--- config.mk ---
export PLATFORM = sky130hd
export DESIGN_NAME = csrmv_mac
export DESIGN_NICKNAME = d
export VERILOG_FILES = /design/src/rtl/csrmv_pkg.sv /design/src/rtl/csrmv_mac.sv
export SDC_FILE = /design/constraint.sdc
export NUM_CORES = 2
export LEC_CHECK = 0
export ABC_AREA = 1
export BUFFER_PORTS_ARGS = -buffer_cell sky130_fd_sc_hd__buf_4
export CAP_MARGIN = 30
export CORE_MARGIN = 1
export CORE_UTILIZATION = 60
export CTS_CLUSTER_DIAMETER = 100
export DETAILED_ROUTE_END_ITERATION = 7
export GPL_TIMING_DRIVEN = 0
export HOLD_SLACK_MARGIN = 0.05
export PLACE_DENSITY = 0.83
export SLEW_MARGIN = 20
export SYNTH_ARGS = -nofsm -noshare
export SYNTH_HDL_FRONTEND = slang
export SYNTH_SLANG_ARGS = --single-unit
--- constraint.sdc ---
create_clock -name aclk -period 11 [get_ports aclk]
set_input_delay 1.1 -clock aclk [delete_from_list [all_inputs] [get_ports aclk]]
set_output_delay 1.1 -clock aclk [all_outputs]
set_load 0.01 [all_outputs]
--- src/rtl/csrmv_pkg.sv ---
// Shared types and constants for the CSR sparse matrix-vector multiplier.
// No dependencies; imported by every module of the block except csrmv_ram.
package csrmv_pkg;

    // Storage and index sizes
    localparam int VEC_DEPTH = 4096;
    localparam int MAX_ROWS  = 65536;
    localparam int VEC_AW    = $clog2(VEC_DEPTH);
    localparam int IDX_W     = 12;
    localparam int ROW_W     = 16;
    localparam int NROWS_W   = 17;
    localparam int VLEN_W    = 13;
    localparam int VAL_W     = 32;
    localparam int SUM_W     = 64;

    // Configuration register map
    localparam int CFG_AW   = 3;
    localparam int CFG_DW   = 32;
    localparam logic REG_NUM_ROWS   = 1'b0;
    localparam logic REG_VEC_LENGTH = 1'b1;
    localparam logic [NROWS_W-1:0] NUM_ROWS_RST   = NROWS_W'(1);
    localparam logic [VLEN_W-1:0]  VEC_LENGTH_RST = VLEN_W'(4096);

    // Request opcodes, same encoding as the func field
    typedef enum logic [1:0] {
        OP_WRITE   = 2'd0,
        OP_NONZERO = 2'd1,
        OP_EMPTY   = 2'd2,
        OP_NONE    = 2'd3
    } op_t;

    // Saturation bounds of the Q32.32 accumulator
    localparam logic signed [SUM_W-1:0] SUM_MAX = {1'b0, {(SUM_W-1){1'b1}}};
    localparam logic signed [SUM_W-1:0] SUM_MIN = {1'b1, {(SUM_W-1){1'b0}}};

    // One request as handed from the front end to the multiply-accumulate path
    typedef struct packed {
        logic                    vld;
        op_t                     op;
        logic                    err;
        logic                    last;
        logic signed [VAL_W-1:0] value;
    } item_t;

    // Saturating signed add
    function automatic logic signed [SUM_W-1:0] sat_add(
        input logic signed [SUM_W-1:0] a,
        input logic signed [SUM_W-1:0] b
    );
        logic signed [SUM_W-1:0] s;
        s = a + b;
        if ((a[SUM_W-1] == b[SUM_W-1]) && (s[SUM_W-1] != a[SUM_W-1])) begin
            s = a[SUM_W-1] ? SUM_MIN : SUM_MAX;
        end
        return s;
    endfunction

endpackage

--- src/rtl/csrmv_mac.sv ---
// Multiply and saturating accumulate pipeline with row emission and output register.
// Depends on csrmv_pkg; takes vector data from the store RAM, read as a request enters stage 1.
module csrmv_mac
    import csrmv_pkg::*;
(
    input  logic                    aclk,
    input  logic                    aresetn,
    input  item_t                   item,
    output logic                    take,
    input  logic signed [VAL_W-1:0] vec_data,
    input  logic [NROWS_W-1:0]      num_rows,
    output logic                    out_valid,
    input  logic                    out_ready,
    output logic [ROW_W-1:0]        out_row_index,
    output logic signed [SUM_W-1:0] out_row_sum,
    output logic                    out_column_error,
    output logic                    out_matrix_done
);

    // Multiply stage (vector data arrives from RAM here)
    logic                    s1_vld_reg;
    op_t                     s1_op_reg;
    logic                    s1_err_reg;
    logic                    s1_last_reg;
    logic signed [VAL_W-1:0] s1_val_reg;

    // Accumulate stage
    logic                    s2_vld_reg;
    op_t                     s2_op_reg;
    logic                    s2_err_reg;
    logic                    s2_last_reg;
    logic signed [SUM_W-1:0] s2_prod_reg;

    // Row state
    logic signed [SUM_W-1:0] acc_reg, acc_next;
    logic [ROW_W-1:0]        cnt_reg, cnt_next;
    logic                    rerr_reg, rerr_next;

    // Output register
    logic                    m_vld_reg;
    logic [ROW_W-1:0]        m_row_reg;
    logic signed [SUM_W-1:0] m_sum_reg;
    logic                    m_err_reg;
    logic                    m_done_reg;

    logic                    out_free;
    logic                    s2_emit;
    logic                    adv2;
    logic signed [SUM_W-1:0] mul;
    logic signed [SUM_W-1:0] prod;
    logic signed [SUM_W-1:0] sum;
    logic                    err_row;
    logic                    done;
    logic                    emit;

    assign out_free = !m_vld_reg || out_ready;
    assign s2_emit  = (s2_op_reg == OP_EMPTY) || ((s2_op_reg == OP_NONZERO) && s2_last_reg);
    assign adv2     = !s2_vld_reg || !s2_emit || out_free;
    assign take     = !s1_vld_reg || adv2;

    // Stage 1 capture
    always_ff @(posedge aclk) begin
        if (!aresetn) begin
            s1_vld_reg <= 1'b0;
        end else if (take) begin
            s1_vld_reg <= item.vld;
        end
    end

    always_ff @(posedge aclk) begin
        if (take) begin
            s1_op_reg   <= item.op;
            s1_err_reg  <= item.err;
            s1_last_reg <= item.last;
            s1_val_reg  <= item.value;
        end
    end

    // Q16.16 x Q16.16 gives exact Q32.32; a bad column contributes zero
    assign mul  = s1_val_reg * vec_data;
    assign prod = (s1_op_reg == OP_NONZERO && !s1_err_reg) ? mul : '0;

    always_ff @(posedge aclk) begin
        if (!aresetn) begin
            s2_vld_reg <= 1'b0;
        end else if (adv2) begin
            s2_vld_reg <= s1_vld_reg;
        end
    end

    always_ff @(posedge aclk) begin
        if (adv2) begin
            s2_op_reg   <= s1_op_reg;
            s2_err_reg  <= s1_err_reg;
            s2_last_reg <= s1_last_reg;
            s2_prod_reg <= prod;
        end
    end

    // Accumulate and row bookkeeping
    assign sum     = (s2_op_reg == OP_NONZERO) ? sat_add(acc_reg, s2_prod_reg) : acc_reg;
    assign err_row = rerr_reg || ((s2_op_reg == OP_NONZERO) && s2_err_reg);
    assign done    = (num_rows != '0) && ({1'b0, cnt_reg} == num_rows - NROWS_W'(1));
    assign emit    = s2_vld_reg && adv2 && s2_emit;

    always_comb begin
        acc_next  = acc_reg;
        cnt_next  = cnt_reg;
        rerr_next = rerr_reg;
        if (s2_vld_reg && adv2) begin
            case (s2_op_reg)
                OP_WRITE: begin
                    acc_next  = '0;
                    cnt_next  = '0;
                    rerr_next = 1'b0;
                end
                OP_NONZERO, OP_EMPTY: begin
                    acc_next  = sum;
                    rerr_next = err_row;
                end
                default: ;
            endcase
            if (s2_emit) begin
                acc_next  = '0;
                rerr_next = 1'b0;
                if (done || ({1'b0, cnt_reg} == NROWS_W'(MAX_ROWS - 1))) begin
                    cnt_next = '0;
                end else begin
                    cnt_next = cnt_reg + ROW_W'(1);
                end
            end
        end
    end

    always_ff @(posedge aclk) begin
        if (!aresetn) begin
            acc_reg  <= '0;
            cnt_reg  <= '0;
            rerr_reg <= 1'b0;
        end else begin
            acc_reg  <= acc_next;
            cnt_reg  <= cnt_next;
            rerr_reg <= rerr_next;
        end
    end

    // Output register
    always_ff @(posedge aclk) begin
        if (!aresetn) begin
            m_vld_reg <= 1'b0;
        end else if (emit) begin
            m_vld_reg <= 1'b1;
        end else if (out_ready) begin
            m_vld_reg <= 1'b0;
        end
    end

    always_ff @(posedge aclk) begin
        if (emit) begin
            m_row_reg  <= cnt_reg;
            m_sum_reg  <= sum;
            m_err_reg  <= err_row;
            m_done_reg <= done;
        end
    end

    assign out_valid        = m_vld_reg;
    assign out_row_index    = m_row_reg;
    assign out_row_sum      = m_sum_reg;
    assign out_column_error = m_err_reg;
    assign out_matrix_done  = m_done_reg;

endmodule

==> flow_summary.toml <==
[drt]
routed-via-count = 47650
drtAntennaViolNets = 0
drtIter0Drc = 4875
drc = 2
avgViaCountPerCell = 5.627
drt-total-wl_mm = 201.6
wire_per_inst_um = 23.81
firstDrtPassIters = 8

[min_path]
holdPathStages = 0
hp-start = "cnt_reg[13]"
worstHoldPathType = "reg -> reg"
min_to = "out_row_index[13]"

[yosys]
async_reset_ff_share_pct = 0
synth_top_area_share_pct = 40.09
ys_ff_latch = 270
netlist_top_cells_count = "nand2_1 (2098), inv_1 (1959), fa_1 (1084), nor2_1 (294), a21oi_1 (259)"
synth_ff_type = "edfxtp_1"
synthSimpleGateAreaFrac_pct = 19.38
avgSynthCellArea_um2 = 7.719
synth-compound-area-share_pct = 4.824
synth_fa_ha_area_share_pct = 45.93
synth_area_leaders = "fa_1 (40%), nand2_1 (15%), inv_1 (14%)"
syn_inst = 7013
yosys_warnings = 0
synth_top_family_by_area = "adder cells"
synthMuxAreaShare_pct = 0
yosysMostFrequentCell = "nand2_1"
synth_nets = 8439
synth_enable_flop_cells = 186
synth_area_mm2 = 0.05413
yosysSeqAreaShare_pct = 13.42
synth_cell_types = 55
synthXorXnorAreaFrac_pct = 1.035
synth.largest_area_cell = "fa_1"

[floorplan]
die_h_um = 302.4
rows = 109
core_mm2 = 0.08892
initial_utilization_pct = 60.88
dieWidth_um = 302.4
ios = 173
die_area_mm2 = 0.09143

[critical_path]
required_ns = 11.35
path_class = "reg -> reg"
critical_path_peak_fanout = 10
crit_arrival_ns = 9.86
cp-end-kind = "flop"
reg2reg_slack_ns = 1.48
crit_path_start_kind = "flop"
r2r_start = "s1_val_reg[31]"
rr_worst_depth = 27
r2r-end = "s2_prod_reg[55]"

[placement]
io_buffers = 172
hpwl_mm = 164.5
place.gp.congestion = 1.115
dp.cells = 8375

[global_route]
grt_pass1_vias = 48510
grt_antenna_before_repair = 5
grt_start_max_net_pins = 67
track_usage_pct = 45.22
gr-total-overflow = 0
grt_pass1_wl_mm = 295.1

[clocking]
post_cts.repair.setup_buffers = 0
cts_tree = "built"
cts_htree_levels = 2
path_clk_slew_ns = 0.06
cts_hold_buf = 0
insertion_delay_ns = 0.61
clock-root-buffer = "clkbuf_16"
post_cts_resized = 0
cts_buffers = 36
cts_buffer_depth = 3
clock_sinks = 270

[finish]
register_area_mm2 = 0.007267
final_cells = 8467
drive_gt1_share_pct = 4.784
final_nets = 8694
area_growth_pct = 8.374
multi_input_area_mm2 = 0.03854
fillers = 7729

[sta]
rsz0062_at_grt = "false"
finalHoldViolations = 0
fmax_ghz = 0.1051
worstMarginPinSlew_ns = 1.230
finalCritPeriodShare_pct = 86.50
finalClockSkew_ns = 0.03891
finalSetupViolations = 0
period_minus_slack_ns = 9.515
slew_headroom_pct = 18.02
finalMaxSlewViolations = 0
fin_tns_setup_ns = 0
whs_ns = 0.4310

[status]
status = "complete, but fails checks"
violations = "design-rule violations"

[job]
max-cap-violations = 0
-- metal layers --
layer / vias to the layer above / GRT usage [%] / wire length [µm]
met5: - / 0.4658 / 148
met4: 8 / 36.29 / 20660
met3: 972 / 16.70 / 27270
met2: 3276 / 68.73 / 86270
met1: 22640 / 51.38 / 67220
li1: 20750 / - / -
-- cells in the final DEF (no fill, tap or decap), drive strengths merged, types with 14 or more instances in the layout --
cell,instances
a21oi,262
a31oi,18
buf,240
clkbuf,263
dfxtp,84
edfxtp,186
fa,1084
ha,253
inv,1973
nand2,2100
nand3,141
nand4,40
nor2,298
nor3,32
o21a,19
o21ai,129
o21bai,18
or2,14
xnor2,23
xor2,41
-- how the worst max path moves through the flow --
| stage | start | end | slack, ns | cells past startpoint |
|---|---|---|---|---|
| 6_report | s1_val_reg[31] | s2_prod_reg[55] | 1.48 | 27 |
| 3_3_place_gp | vec_data[0] | s2_prod_reg[56] | 1.34 | 26 |
| 2_1_floorplan | vec_data[7] | s2_prod_reg[61] | 3.13 | 28 |
| 3_5_place_dp | vec_data[11] | s2_prod_reg[56] | 1.20 | 22 |
| 5_1_grt | s1_val_reg[31] | s2_prod_reg[55] | 1.16 | 27 |
| 4_1_cts | s1_val_reg[31] | s2_prod_reg[56] | 1.80 | 23 |
-- critical path: stages, from the launching register on --
cell      delay, ns
edfxtp_1       0.40
clkbuf_1       0.88
nand2_1        0.37
inv_1          0.18
fa_1           0.47
fa_1           0.54
inv_1          0.15
fa_1           0.58
inv_1          0.07
fa_1           0.98
inv_1          0.44
fa_1           0.60
inv_1          0.06
fa_1           0.53
inv_1          0.05
fa_1           0.47
inv_1          0.05
fa_1           0.45
ha_1           0.38
a21oi_1        0.25
o21ai_0        0.16
o21bai_1       0.24
a21oi_1        0.25
o21ai_0        0.13
a31oi_1        0.37
nand2_1        0.09
nand2_1        0.07
nor2_1         0.04
-- layout make-up --
class                           count  share of cell area, %
Timing Repair Buffer              217                  3.263
Inverter                         1965                  12.58
Tap cell                         1165                  2.485
Buffer                            244                  1.659
Sequential cell                   270                  12.39
Clock inverter                     23                 0.3135
Clock buffer                       42                  1.591
Multi-Input combinational cell   4534                  65.70
Antenna cell                        7                0.02986
-- kinds of logic (layout without fill, tap and decap cells) --
family | after synthesis | count (layout)
simple gates | 2656 | 2656
buf+inv | 2209 | 2491
xor+xnor | 64 | 64
compound gates | 477 | 477
flops | 270 | 270
other cells | 0 | 7
fa+ha+maj | 1337 | 1337
-- per-stage QoR --
stage	utilization [%]	worst slack (ns)	instance area [µm²]
2_1_floorplan	-	3.130	54130
3_3_place_gp	63.97	1.340	56880
3_5_place_dp	64.41	1.202	57280
5_1_grt	65.96	1.159	58650
4_1_cts	65.67	1.799	58390
6_report	65.98	1.485	58670
Power is not shown: default switching activity piles up to over one toggle a cycle in this logic, so the estimate is an artifact.
