### src/rtl/csrmv_pkg.sv
// Shared types and constants for the CSR sparse matrix-vector multiplier.
// No dependencies; imported by every module of the block except csrmv_ram.
package csrmv_pkg;

    // Storage and index sizes
    localparam int VEC_DEPTH = 4096;
    localparam int MAX_ROWS  = 65536;
    localparam int VEC_AW    = $clog2(VEC_DEPTH);
    localparam int IDX_W     = 12;
    localparam int ROW_W     = 16;
    localparam int NROWS_W   = 17;
    localparam int VLEN_W    = 13;
    localparam int VAL_W     = 32;
    localparam int SUM_W     = 64;

    // Configuration register map
    localparam int CFG_AW   = 3;
    localparam int CFG_DW   = 32;
    localparam logic REG_NUM_ROWS   = 1'b0;
    localparam logic REG_VEC_LENGTH = 1'b1;
    localparam logic [NROWS_W-1:0] NUM_ROWS_RST   = NROWS_W'(1);
    localparam logic [VLEN_W-1:0]  VEC_LENGTH_RST = VLEN_W'(4096);

    // Request opcodes, same encoding as the func field
    typedef enum logic [1:0] {
        OP_WRITE   = 2'd0,
        OP_NONZERO = 2'd1,
        OP_EMPTY   = 2'd2,
        OP_NONE    = 2'd3
    } op_t;

    // Saturation bounds of the Q32.32 accumulator
    localparam logic signed [SUM_W-1:0] SUM_MAX = {1'b0, {(SUM_W-1){1'b1}}};
    localparam logic signed [SUM_W-1:0] SUM_MIN = {1'b1, {(SUM_W-1){1'b0}}};

    // One request as handed from the front end to the multiply-accumulate path
    typedef struct packed {
        logic                    vld;
        op_t                     op;
        logic                    err;
        logic                    last;
        logic signed [VAL_W-1:0] value;
    } item_t;

    // Saturating signed add
    function automatic logic signed [SUM_W-1:0] sat_add(
        input logic signed [SUM_W-1:0] a,
        input logic signed [SUM_W-1:0] b
    );
        logic signed [SUM_W-1:0] s;
        s = a + b;
        if ((a[SUM_W-1] == b[SUM_W-1]) && (s[SUM_W-1] != a[SUM_W-1])) begin
            s = a[SUM_W-1] ? SUM_MIN : SUM_MAX;
        end
        return s;
    endfunction

endpackage

### src/rtl/csrmv_cfg.sv
// APB-style register file holding num_rows and vec_length.
// Depends on csrmv_pkg.
module csrmv_cfg
    import csrmv_pkg::*;
(
    input  logic                aclk,
    input  logic                aresetn,
    input  logic                psel,
    input  logic                penable,
    input  logic                pwrite,
    input  logic [CFG_AW-1:0]   paddr,
    input  logic [CFG_DW-1:0]   pwdata,
    output logic [CFG_DW-1:0]   prdata,
    output logic                pready,
    output logic [NROWS_W-1:0]  num_rows,
    output logic [VLEN_W-1:0]   vec_length
);

    logic [NROWS_W-1:0] num_rows_reg;
    logic [VLEN_W-1:0]  vec_length_reg;
    logic               wr_en;

    assign pready = 1'b1;
    assign wr_en  = psel && penable && pwrite && pready;

    // Register writes, decoded on the word address bit
    always_ff @(posedge aclk) begin
        if (!aresetn) begin
            num_rows_reg   <= NUM_ROWS_RST;
            vec_length_reg <= VEC_LENGTH_RST;
        end else if (wr_en) begin
            case (paddr[2])
                REG_NUM_ROWS:   num_rows_reg   <= pwdata[NROWS_W-1:0];
                REG_VEC_LENGTH: vec_length_reg <= pwdata[VLEN_W-1:0];
                default: ;
            endcase
        end
    end

    // Read mux
    always_comb begin
        case (paddr[2])
            REG_NUM_ROWS:   prdata = CFG_DW'(num_rows_reg);
            REG_VEC_LENGTH: prdata = CFG_DW'(vec_length_reg);
            default:        prdata = '0;
        endcase
    end

    assign num_rows   = num_rows_reg;
    assign vec_length = vec_length_reg;

endmodule

### config.mk
export PLATFORM = sky130hd
export DESIGN_NAME = csrmv_cfg
export DESIGN_NICKNAME = d
export VERILOG_FILES = /design/src/rtl/csrmv_pkg.sv /design/src/rtl/csrmv_cfg.sv
export SDC_FILE = /design/constraint.sdc
export NUM_CORES = 1
export LEC_CHECK = 0
export ABC_AREA = 1
export BUFFER_PORTS_ARGS = -buffer_cell sky130_fd_sc_hd__buf_2
export CORE_ASPECT_RATIO = 0.5
export CORE_MARGIN = 4
export CORE_UTILIZATION = 42
export CTS_CLUSTER_SIZE = 24
export DETAILED_ROUTE_END_ITERATION = 7
export PLACE_DENSITY = 0.79
export SYNTH_ARGS = -nofsm -noshare
export SYNTH_HDL_FRONTEND = slang
export SYNTH_SLANG_ARGS = --single-unit
### constraint.sdc
create_clock -name aclk -period 0.95 [get_ports aclk]
set_input_delay 0.1425 -clock aclk [delete_from_list [all_inputs] [get_ports aclk]]
set_output_delay 0.1425 -clock aclk [all_outputs]
set_load 0.005 [all_outputs]
==> results.yml, run 1 <==
run_status:
  status: "complete, but fails checks"
  violations: "negative setup slack"
synthesis:
  yosys-mux-area-fraction_pct: 0
  synth.yosys.seq_area_share_pct: 36.8
  synth-adder-area-share_pct: 0
  yosys.area_share.simple_pct: 43.4
  synth_compound_area_share_pct: 0.613
  synth_top_family_by_area: "simple AND/OR/NAND/NOR gates"
  synth_cell_types: 18
  synth_warnings: 0
  syn_inst: 251
  syn-mean-instance-area_sq_um: 6.51
  synth_area_sq_mm: 0.00163
  ys_ff_latch: 30
  synth_xor_area_share_pct: 0
clocking:
  cts_tree: "yes"
  clkTransAtPathRegs_ns: 0.06
  root_buffer: "clkbuf_8"
  cts_hold_buf: 0
  clock_sinks: 30
  h-tree-depth: 2
  worstSkewPairLatency_ns: 0.27
  cts_buffers: 5
  cts_max_path_buffers: 2
layout:
  antenna_cells: 0
  layout-drive-gt1-share_pct: 40.6
  fillCellCount: 336
  syn_to_final_growth_pct: 31.0
  design_area_sq_mm: 0.00214
  layout.nets: 359
  largest_reg_flops: 17
timing:
  fin_ws_ns: -0.0300
  post-route-min-period_ns: 0.980
  finalSetupTns_ns: -0.265
  rsz0062_at_grt: "true"
  finalCritPeriodShare_pct: 103
  timing_hold_violations_final: 0
  drv_slew: 0
  skew_ns: 0
  timing.fmax_mhz: 1020
  setup_violations: 17
critical_path:
  cp.required_ns: 0.81
  worstSetupPathType: "reg -> out"
  path_cells: "inv_2 -> nor2_1 -> buf_2"
  rrSetupSlack_ns: 0.26
  arrival_ns: 0.84
  slowest_stage: "dfxtp_2"
  max_stage_delay_ns: 0.34
  cp_max_fo: 3
  crit_path_start_kind: "flip-flop"
  setup.worst_path.end_class: "output port"
detailed_routing:
  dr.first_iter.drc_count: 106
  ant_nets: 0
  vias_per_cell: 4.45
  wl_per_cell_um: 10.9
  drc: 0
  finalWirelength_um: 4060
  firstDrtPassIters: 4
  vias: 1652
die:
  dieArea_sq_mm: 0.00501
  die_w_um: 96.2
  core_area_sq_mm: 0.00358
  chipHeight_um: 52.1
  ios: 103
  initial_core_util_pct: 45.5
  num_rows: 15
power_and_ir_drop:
  p_total_w: 0.00283
  p_per_area_mw_per_mm2: 1320
  p_leak_nw: 1.21
  ir_drop_mv: 0.616
placed_design:
  place_area_sq_mm: 0.00198
  dp_slack_ns: -0.0525
  hpwl_um: 2970
  place_congestion: 0.796
  port_buffers: 69
global_route:
  grt_pass1_vias: 1540
  grt_max_degree: 31
  antenna_found_initial: 0
  grt_usage_pct: 16.9
  grt_pass1_wl_um: 6610
  grt-ovfl-total: 0
flow_run:
  maxCapViolCount: 0
hold_path:
  holdCritPathClass: "in -> reg"
==> area by class of cell <==
cell class	count	area [sq um]	share of cell area, %
multi-input combinational	182	792	37.0
sequential	30	638	29.8
timing repair buffer	77	468	21.9
clock buffer	7	86.3	4.04
inverter	23	86.3	4.04
tap	51	63.8	2.98
clock inverter	1	5.00	0.234
==> layout by cell type, fill, tap and decap left out, drive strengths merged <==
master,n
o21ai,2
inv,23
nand2,70
dfxtp,30
clkinv,1
conb,16
nand3,31
buf,77
clkbuf,7
nor2,63
==> routing by layer <==
metal / wire length (um) / track usage (%) / vias to the layer above
li1: - / - / 857
met1: 1590 / 18.0 / 736
met2: 2120 / 31.2 / 53
met3: 298 / 5.20 / 6
met4: 48 / 7.08 / 0
met5: 0 / 0 / -
==> power by group <==
| group | leakage [nW] | internal [W] | switching (W) |
|---|---|---|---|
| logic | 0.901 | 0.000194 | 0.000254 |
| clock network | 0.0482 | 0.000583 | 0.000456 |
| registers | 0.256 | 0.00131 | 0.0000336 |
| total | 1.21 | 0.00209 | 0.000744 |
==> final timing paths <==
path                 from     endpoint  depth (start not counted)
min reg2reg   num_rows[0]  num_rows[0]                          2
max          num_rows[15]   prdata[15]                          3
min             pwdata[0]  num_rows[0]                          3
max reg2reg   num_rows[3]  num_rows[3]                          3
==> cells in the mapped netlist <==
cell / number / area share, %
buf_6: 4 / 2.8
buf_1: 3 / 0.69
buf_2: 4 / 1.2
nor2_1: 60 / 14
buf_4: 16 / 7.4
nor2_8: 2 / 2.5
nor2_4: 1 / 0.69
dfxtp_1: 30 / 37
inv_1: 21 / 4.8
nand2_2: 1 / 0.38
o21ai_1: 2 / 0.61
conb_1: 2 / 0.46
nand3_4: 1 / 1.1
nand2_1: 69 / 16
inv_2: 2 / 0.46
clkbuf_1: 2 / 0.46
nand3_1: 30 / 9.2
buf_8: 1 / 0.92
==> stage by stage <==
stage | std cells | util (%) | hold WS (ns)
floorplan | 265 | - | 0.269
global placement | 361 | 55.3 | 0.374
detailed placement | 361 | 55.3 | 0.378
CTS | 370 | 59.2 | 0.0944
global route | 371 | 59.7 | 0.103
finish | 371 | 59.7 | 0.0941
==> worst max-delay path, delay by kind of cell (launching register included) <==
family                 cells  cell delay (ns)
buffers and inverters      2             0.14
and+or+nand+nor            1             0.07
DFF                        1             0.34
==> logic make-up after synthesis <==
| kind of cell | after synthesis |
|---|---|
| flip-flops | 30 |
| buffers and inverters | 53 |
| AND/OR/NAND/NOR | 164 |
| other | 2 |
| AO/OA/AOI/OAI | 2 |
==> repair_timing <==
action | 4_1_cts | 5_1_grt
setup endpoints to repair | 17 | 17
pin swaps | 5 | 6
buffers inserted | 1 | 1
hold endpoints to repair | 0 | 0
resized for setup | 33 | 6
(Power assumes the default switching activity.)
==> inputs of run 2 (changes only) <==
==> constraint.sdc (replaced) <==
create_clock -name aclk -period 0.95 [get_ports aclk]
set_input_delay 0.19 -clock aclk [delete_from_list [all_inputs] [get_ports aclk]]
set_output_delay 0.19 -clock aclk [all_outputs]
set_load 0.005 [all_outputs]
==> run 2 against run 1 <==
The run still ends with negative setup slack left. Routed wire length fell by 3.1%. Largest cell class unchanged. Sequential cell count unchanged. Combinational power grew 4%. Power down 3.2%. Final area rose by 2.1%. Core utilization is 1.3 points higher. Global-route usage down 1.3 points. Count of clock-buffer cells in the layout is the same. Sequential power about the same. Worst hold slack gained 0.055 ns. First-iteration DRC count fell by 48%. Via count rose by 1.8%.
==> results.yml, run 2 (same netlist as run 1, synthesis figures left out) <==
run_status:
  status: "complete, but fails checks"
  violations: "negative setup slack"
layout:
  final_common_cell: "buf_2"
  layout.nets: 363
  syn_to_final_growth_pct: 33.8
  largest_reg_flops: 17
  layout-drive-gt1-share_pct: 40.9
  antenna_cells: 0
  final_cell_mix: "66 x buf_2, 65 x nand2_1, 59 x nor2_1, 30 x nand3_1, 30 x dfxtp_2"
  fillCellCount: 327
  stdcell_count: 374
  fin_util_pct: 60.9
power_and_ir_drop:
  power_switching_w: 0.000715
  internal-power_w: 0.00203
  p_leak_nw: 1.22
  switching_share_pct: 26.1
  p_per_area_mw_per_mm2: 1250
  ir_drop_mv: 0.735
  seqPwrFrac_pct: 49.1
  p_total_w: 0.00274
  power_frac_clock_pct: 33.9
  comb_power_share_pct: 17.0
critical_path:
  crit_path_start_kind: "flip-flop"
  setup.worst_path.end_class: "output port"
  worstReg2RegStart: "num_rows[9]"
  crit_buf_inv: 2
  worstRegToRegCells: 3
  crit_family: "flip-flops"
  max_stage_delay_ns: 0.36
  cp_max_fo: 3
  slowest_stage: "dfxtp_2"
  worstSetupPathType: "reg -> out"
  cp.required_ns: 0.76
  path_cells: "inv_2 -> nor2_1 -> buf_2"
  arrival_ns: 0.86
  cp_num_cells: 3
  r2r-end: "num_rows[9]"
  rrSetupSlack_ns: 0.22
placed_design:
  port_buffers: 69
  dp_slack_ns: -0.134
  dp_cells: 363
  place_congestion: 0.793
  hpwl_um: 2880
timing:
  finalSetupTns_ns: -1.08
  setup_violations: 18
  post-route-min-period_ns: 1.05
  skew_ns: 0
  timing.fmax_mhz: 950
  timing_hold_violations_final: 0
  rsz0062_at_grt: "true"
  finalCritPeriodShare_pct: 111
  fin_ws_ns: -0.103
  drv_slew: 0
global_route:
  grt_usage_pct: 15.6
  grt_max_degree: 31
  antenna_found_initial: 0
  grt_pass1_wl_um: 6200
  grt-ovfl-total: 0
  grt_pass1_vias: 1476
die:
  ios: 103
  initial_core_util_pct: 45.5
  dieArea_sq_mm: 0.00501
  core_area_sq_mm: 0.00358
  die_w_um: 96.2
  chipHeight_um: 52.1
  num_rows: 15
hold_path:
  hold_end: "vec_length[12]"
  min_path_cells: 3
  hp-start: "pwdata[12]"
  holdCritPathClass: "in -> reg"
clocking:
  cts_max_path_buffers: 2
  h-tree-depth: 2
  root_buffer: "clkbuf_8"
  clock_sinks: 30
  cts_buffers: 5
  cts_tree: "yes"
  worstSkewPairLatency_ns: 0.27
  clkTransAtPathRegs_ns: 0.06
  cts_hold_buf: 0
flow_run:
  maxCapViolCount: 0
detailed_routing:
  top_layer: "met4"
  vias: 1682
  firstDrtPassIters: 5
  drc: 0
  dr_wl_met2_um: 2000
  ant_nets: 0
  wl_met1_um: 1590
  met3WireLength_um: 326
  dr.first_iter.drc_count: 55
  vias_per_cell: 4.50
  finalWirelength_um: 3930
  wl_per_cell_um: 10.5
run 2: changes by cell type in the layout (fill, tap and decap cells not counted), sizes merged:
cell    previous run  this run
buf               77        81
clkinv             1         0
run 2: layer usage:
layer	up-vias	track usage, %
met5	-	0
met4	0	6.60
met3	2	4.62
met2	62	28.3
met1	756	17.0
li1	862	-
run 2: worst reg2reg max path, stage by stage (launching register included):
cell     delay [ns]
dfxtp_2        0.33
buf_4          0.12
nor2_1         0.11
nor2_1         0.06
run 2: power groups by stage:
stage | Combinational (W) | Sequential, W | Clock, W
after floorplan | 0.000297 | 0.00136 | 0
after global placement | 0.000433 | 0.00136 | 0
after global routing | 0.000523 | 0.00135 | 0.00100
after CTS | 0.000451 | 0.00134 | 0.000939
final | 0.000465 | 0.00135 | 0.000930
after detailed placement | 0.000443 | 0.00136 | 0
run 2: how the worst max path moves through the flow:
stage	startpoint	slack, ns	to
after floorplan	paddr[2]	0.04	prdata[10]
after global placement	paddr[2]	-0.09	vec_length[0]
after detailed placement	paddr[2]	-0.13	vec_length[10]
after CTS	num_rows[16]	-0.09	prdata[16]
after global routing	num_rows[15]	-0.16	prdata[15]
final	num_rows[15]	-0.10	prdata[15]
run 2: timing repair:
action                     in CTS  in global routing
setup buffers                   2                  2
pin swaps                      10                 13
resized for setup              32                 13
setup endpoints to repair      19                 20
run 2: final cells by class:
cell class	count	area, sq um	area share (%)
multi-input combinational	182	792	36.3
clock buffer	7	76.3	3.49
sequential	30	638	29.2
tap	51	63.8	2.92
inverter	23	86.3	3.95
timing repair buffer	81	528	24.2
run 2: stage by stage:
step	hold WS [ns]	instance area (sq um)
2_1_floorplan	0.316	1690
3_3_place_gp	0.419	2000
3_5_place_dp	0.425	2000
4_1_cts	0.144	2130
5_1_grt	0.150	2180
6_report	0.149	2180
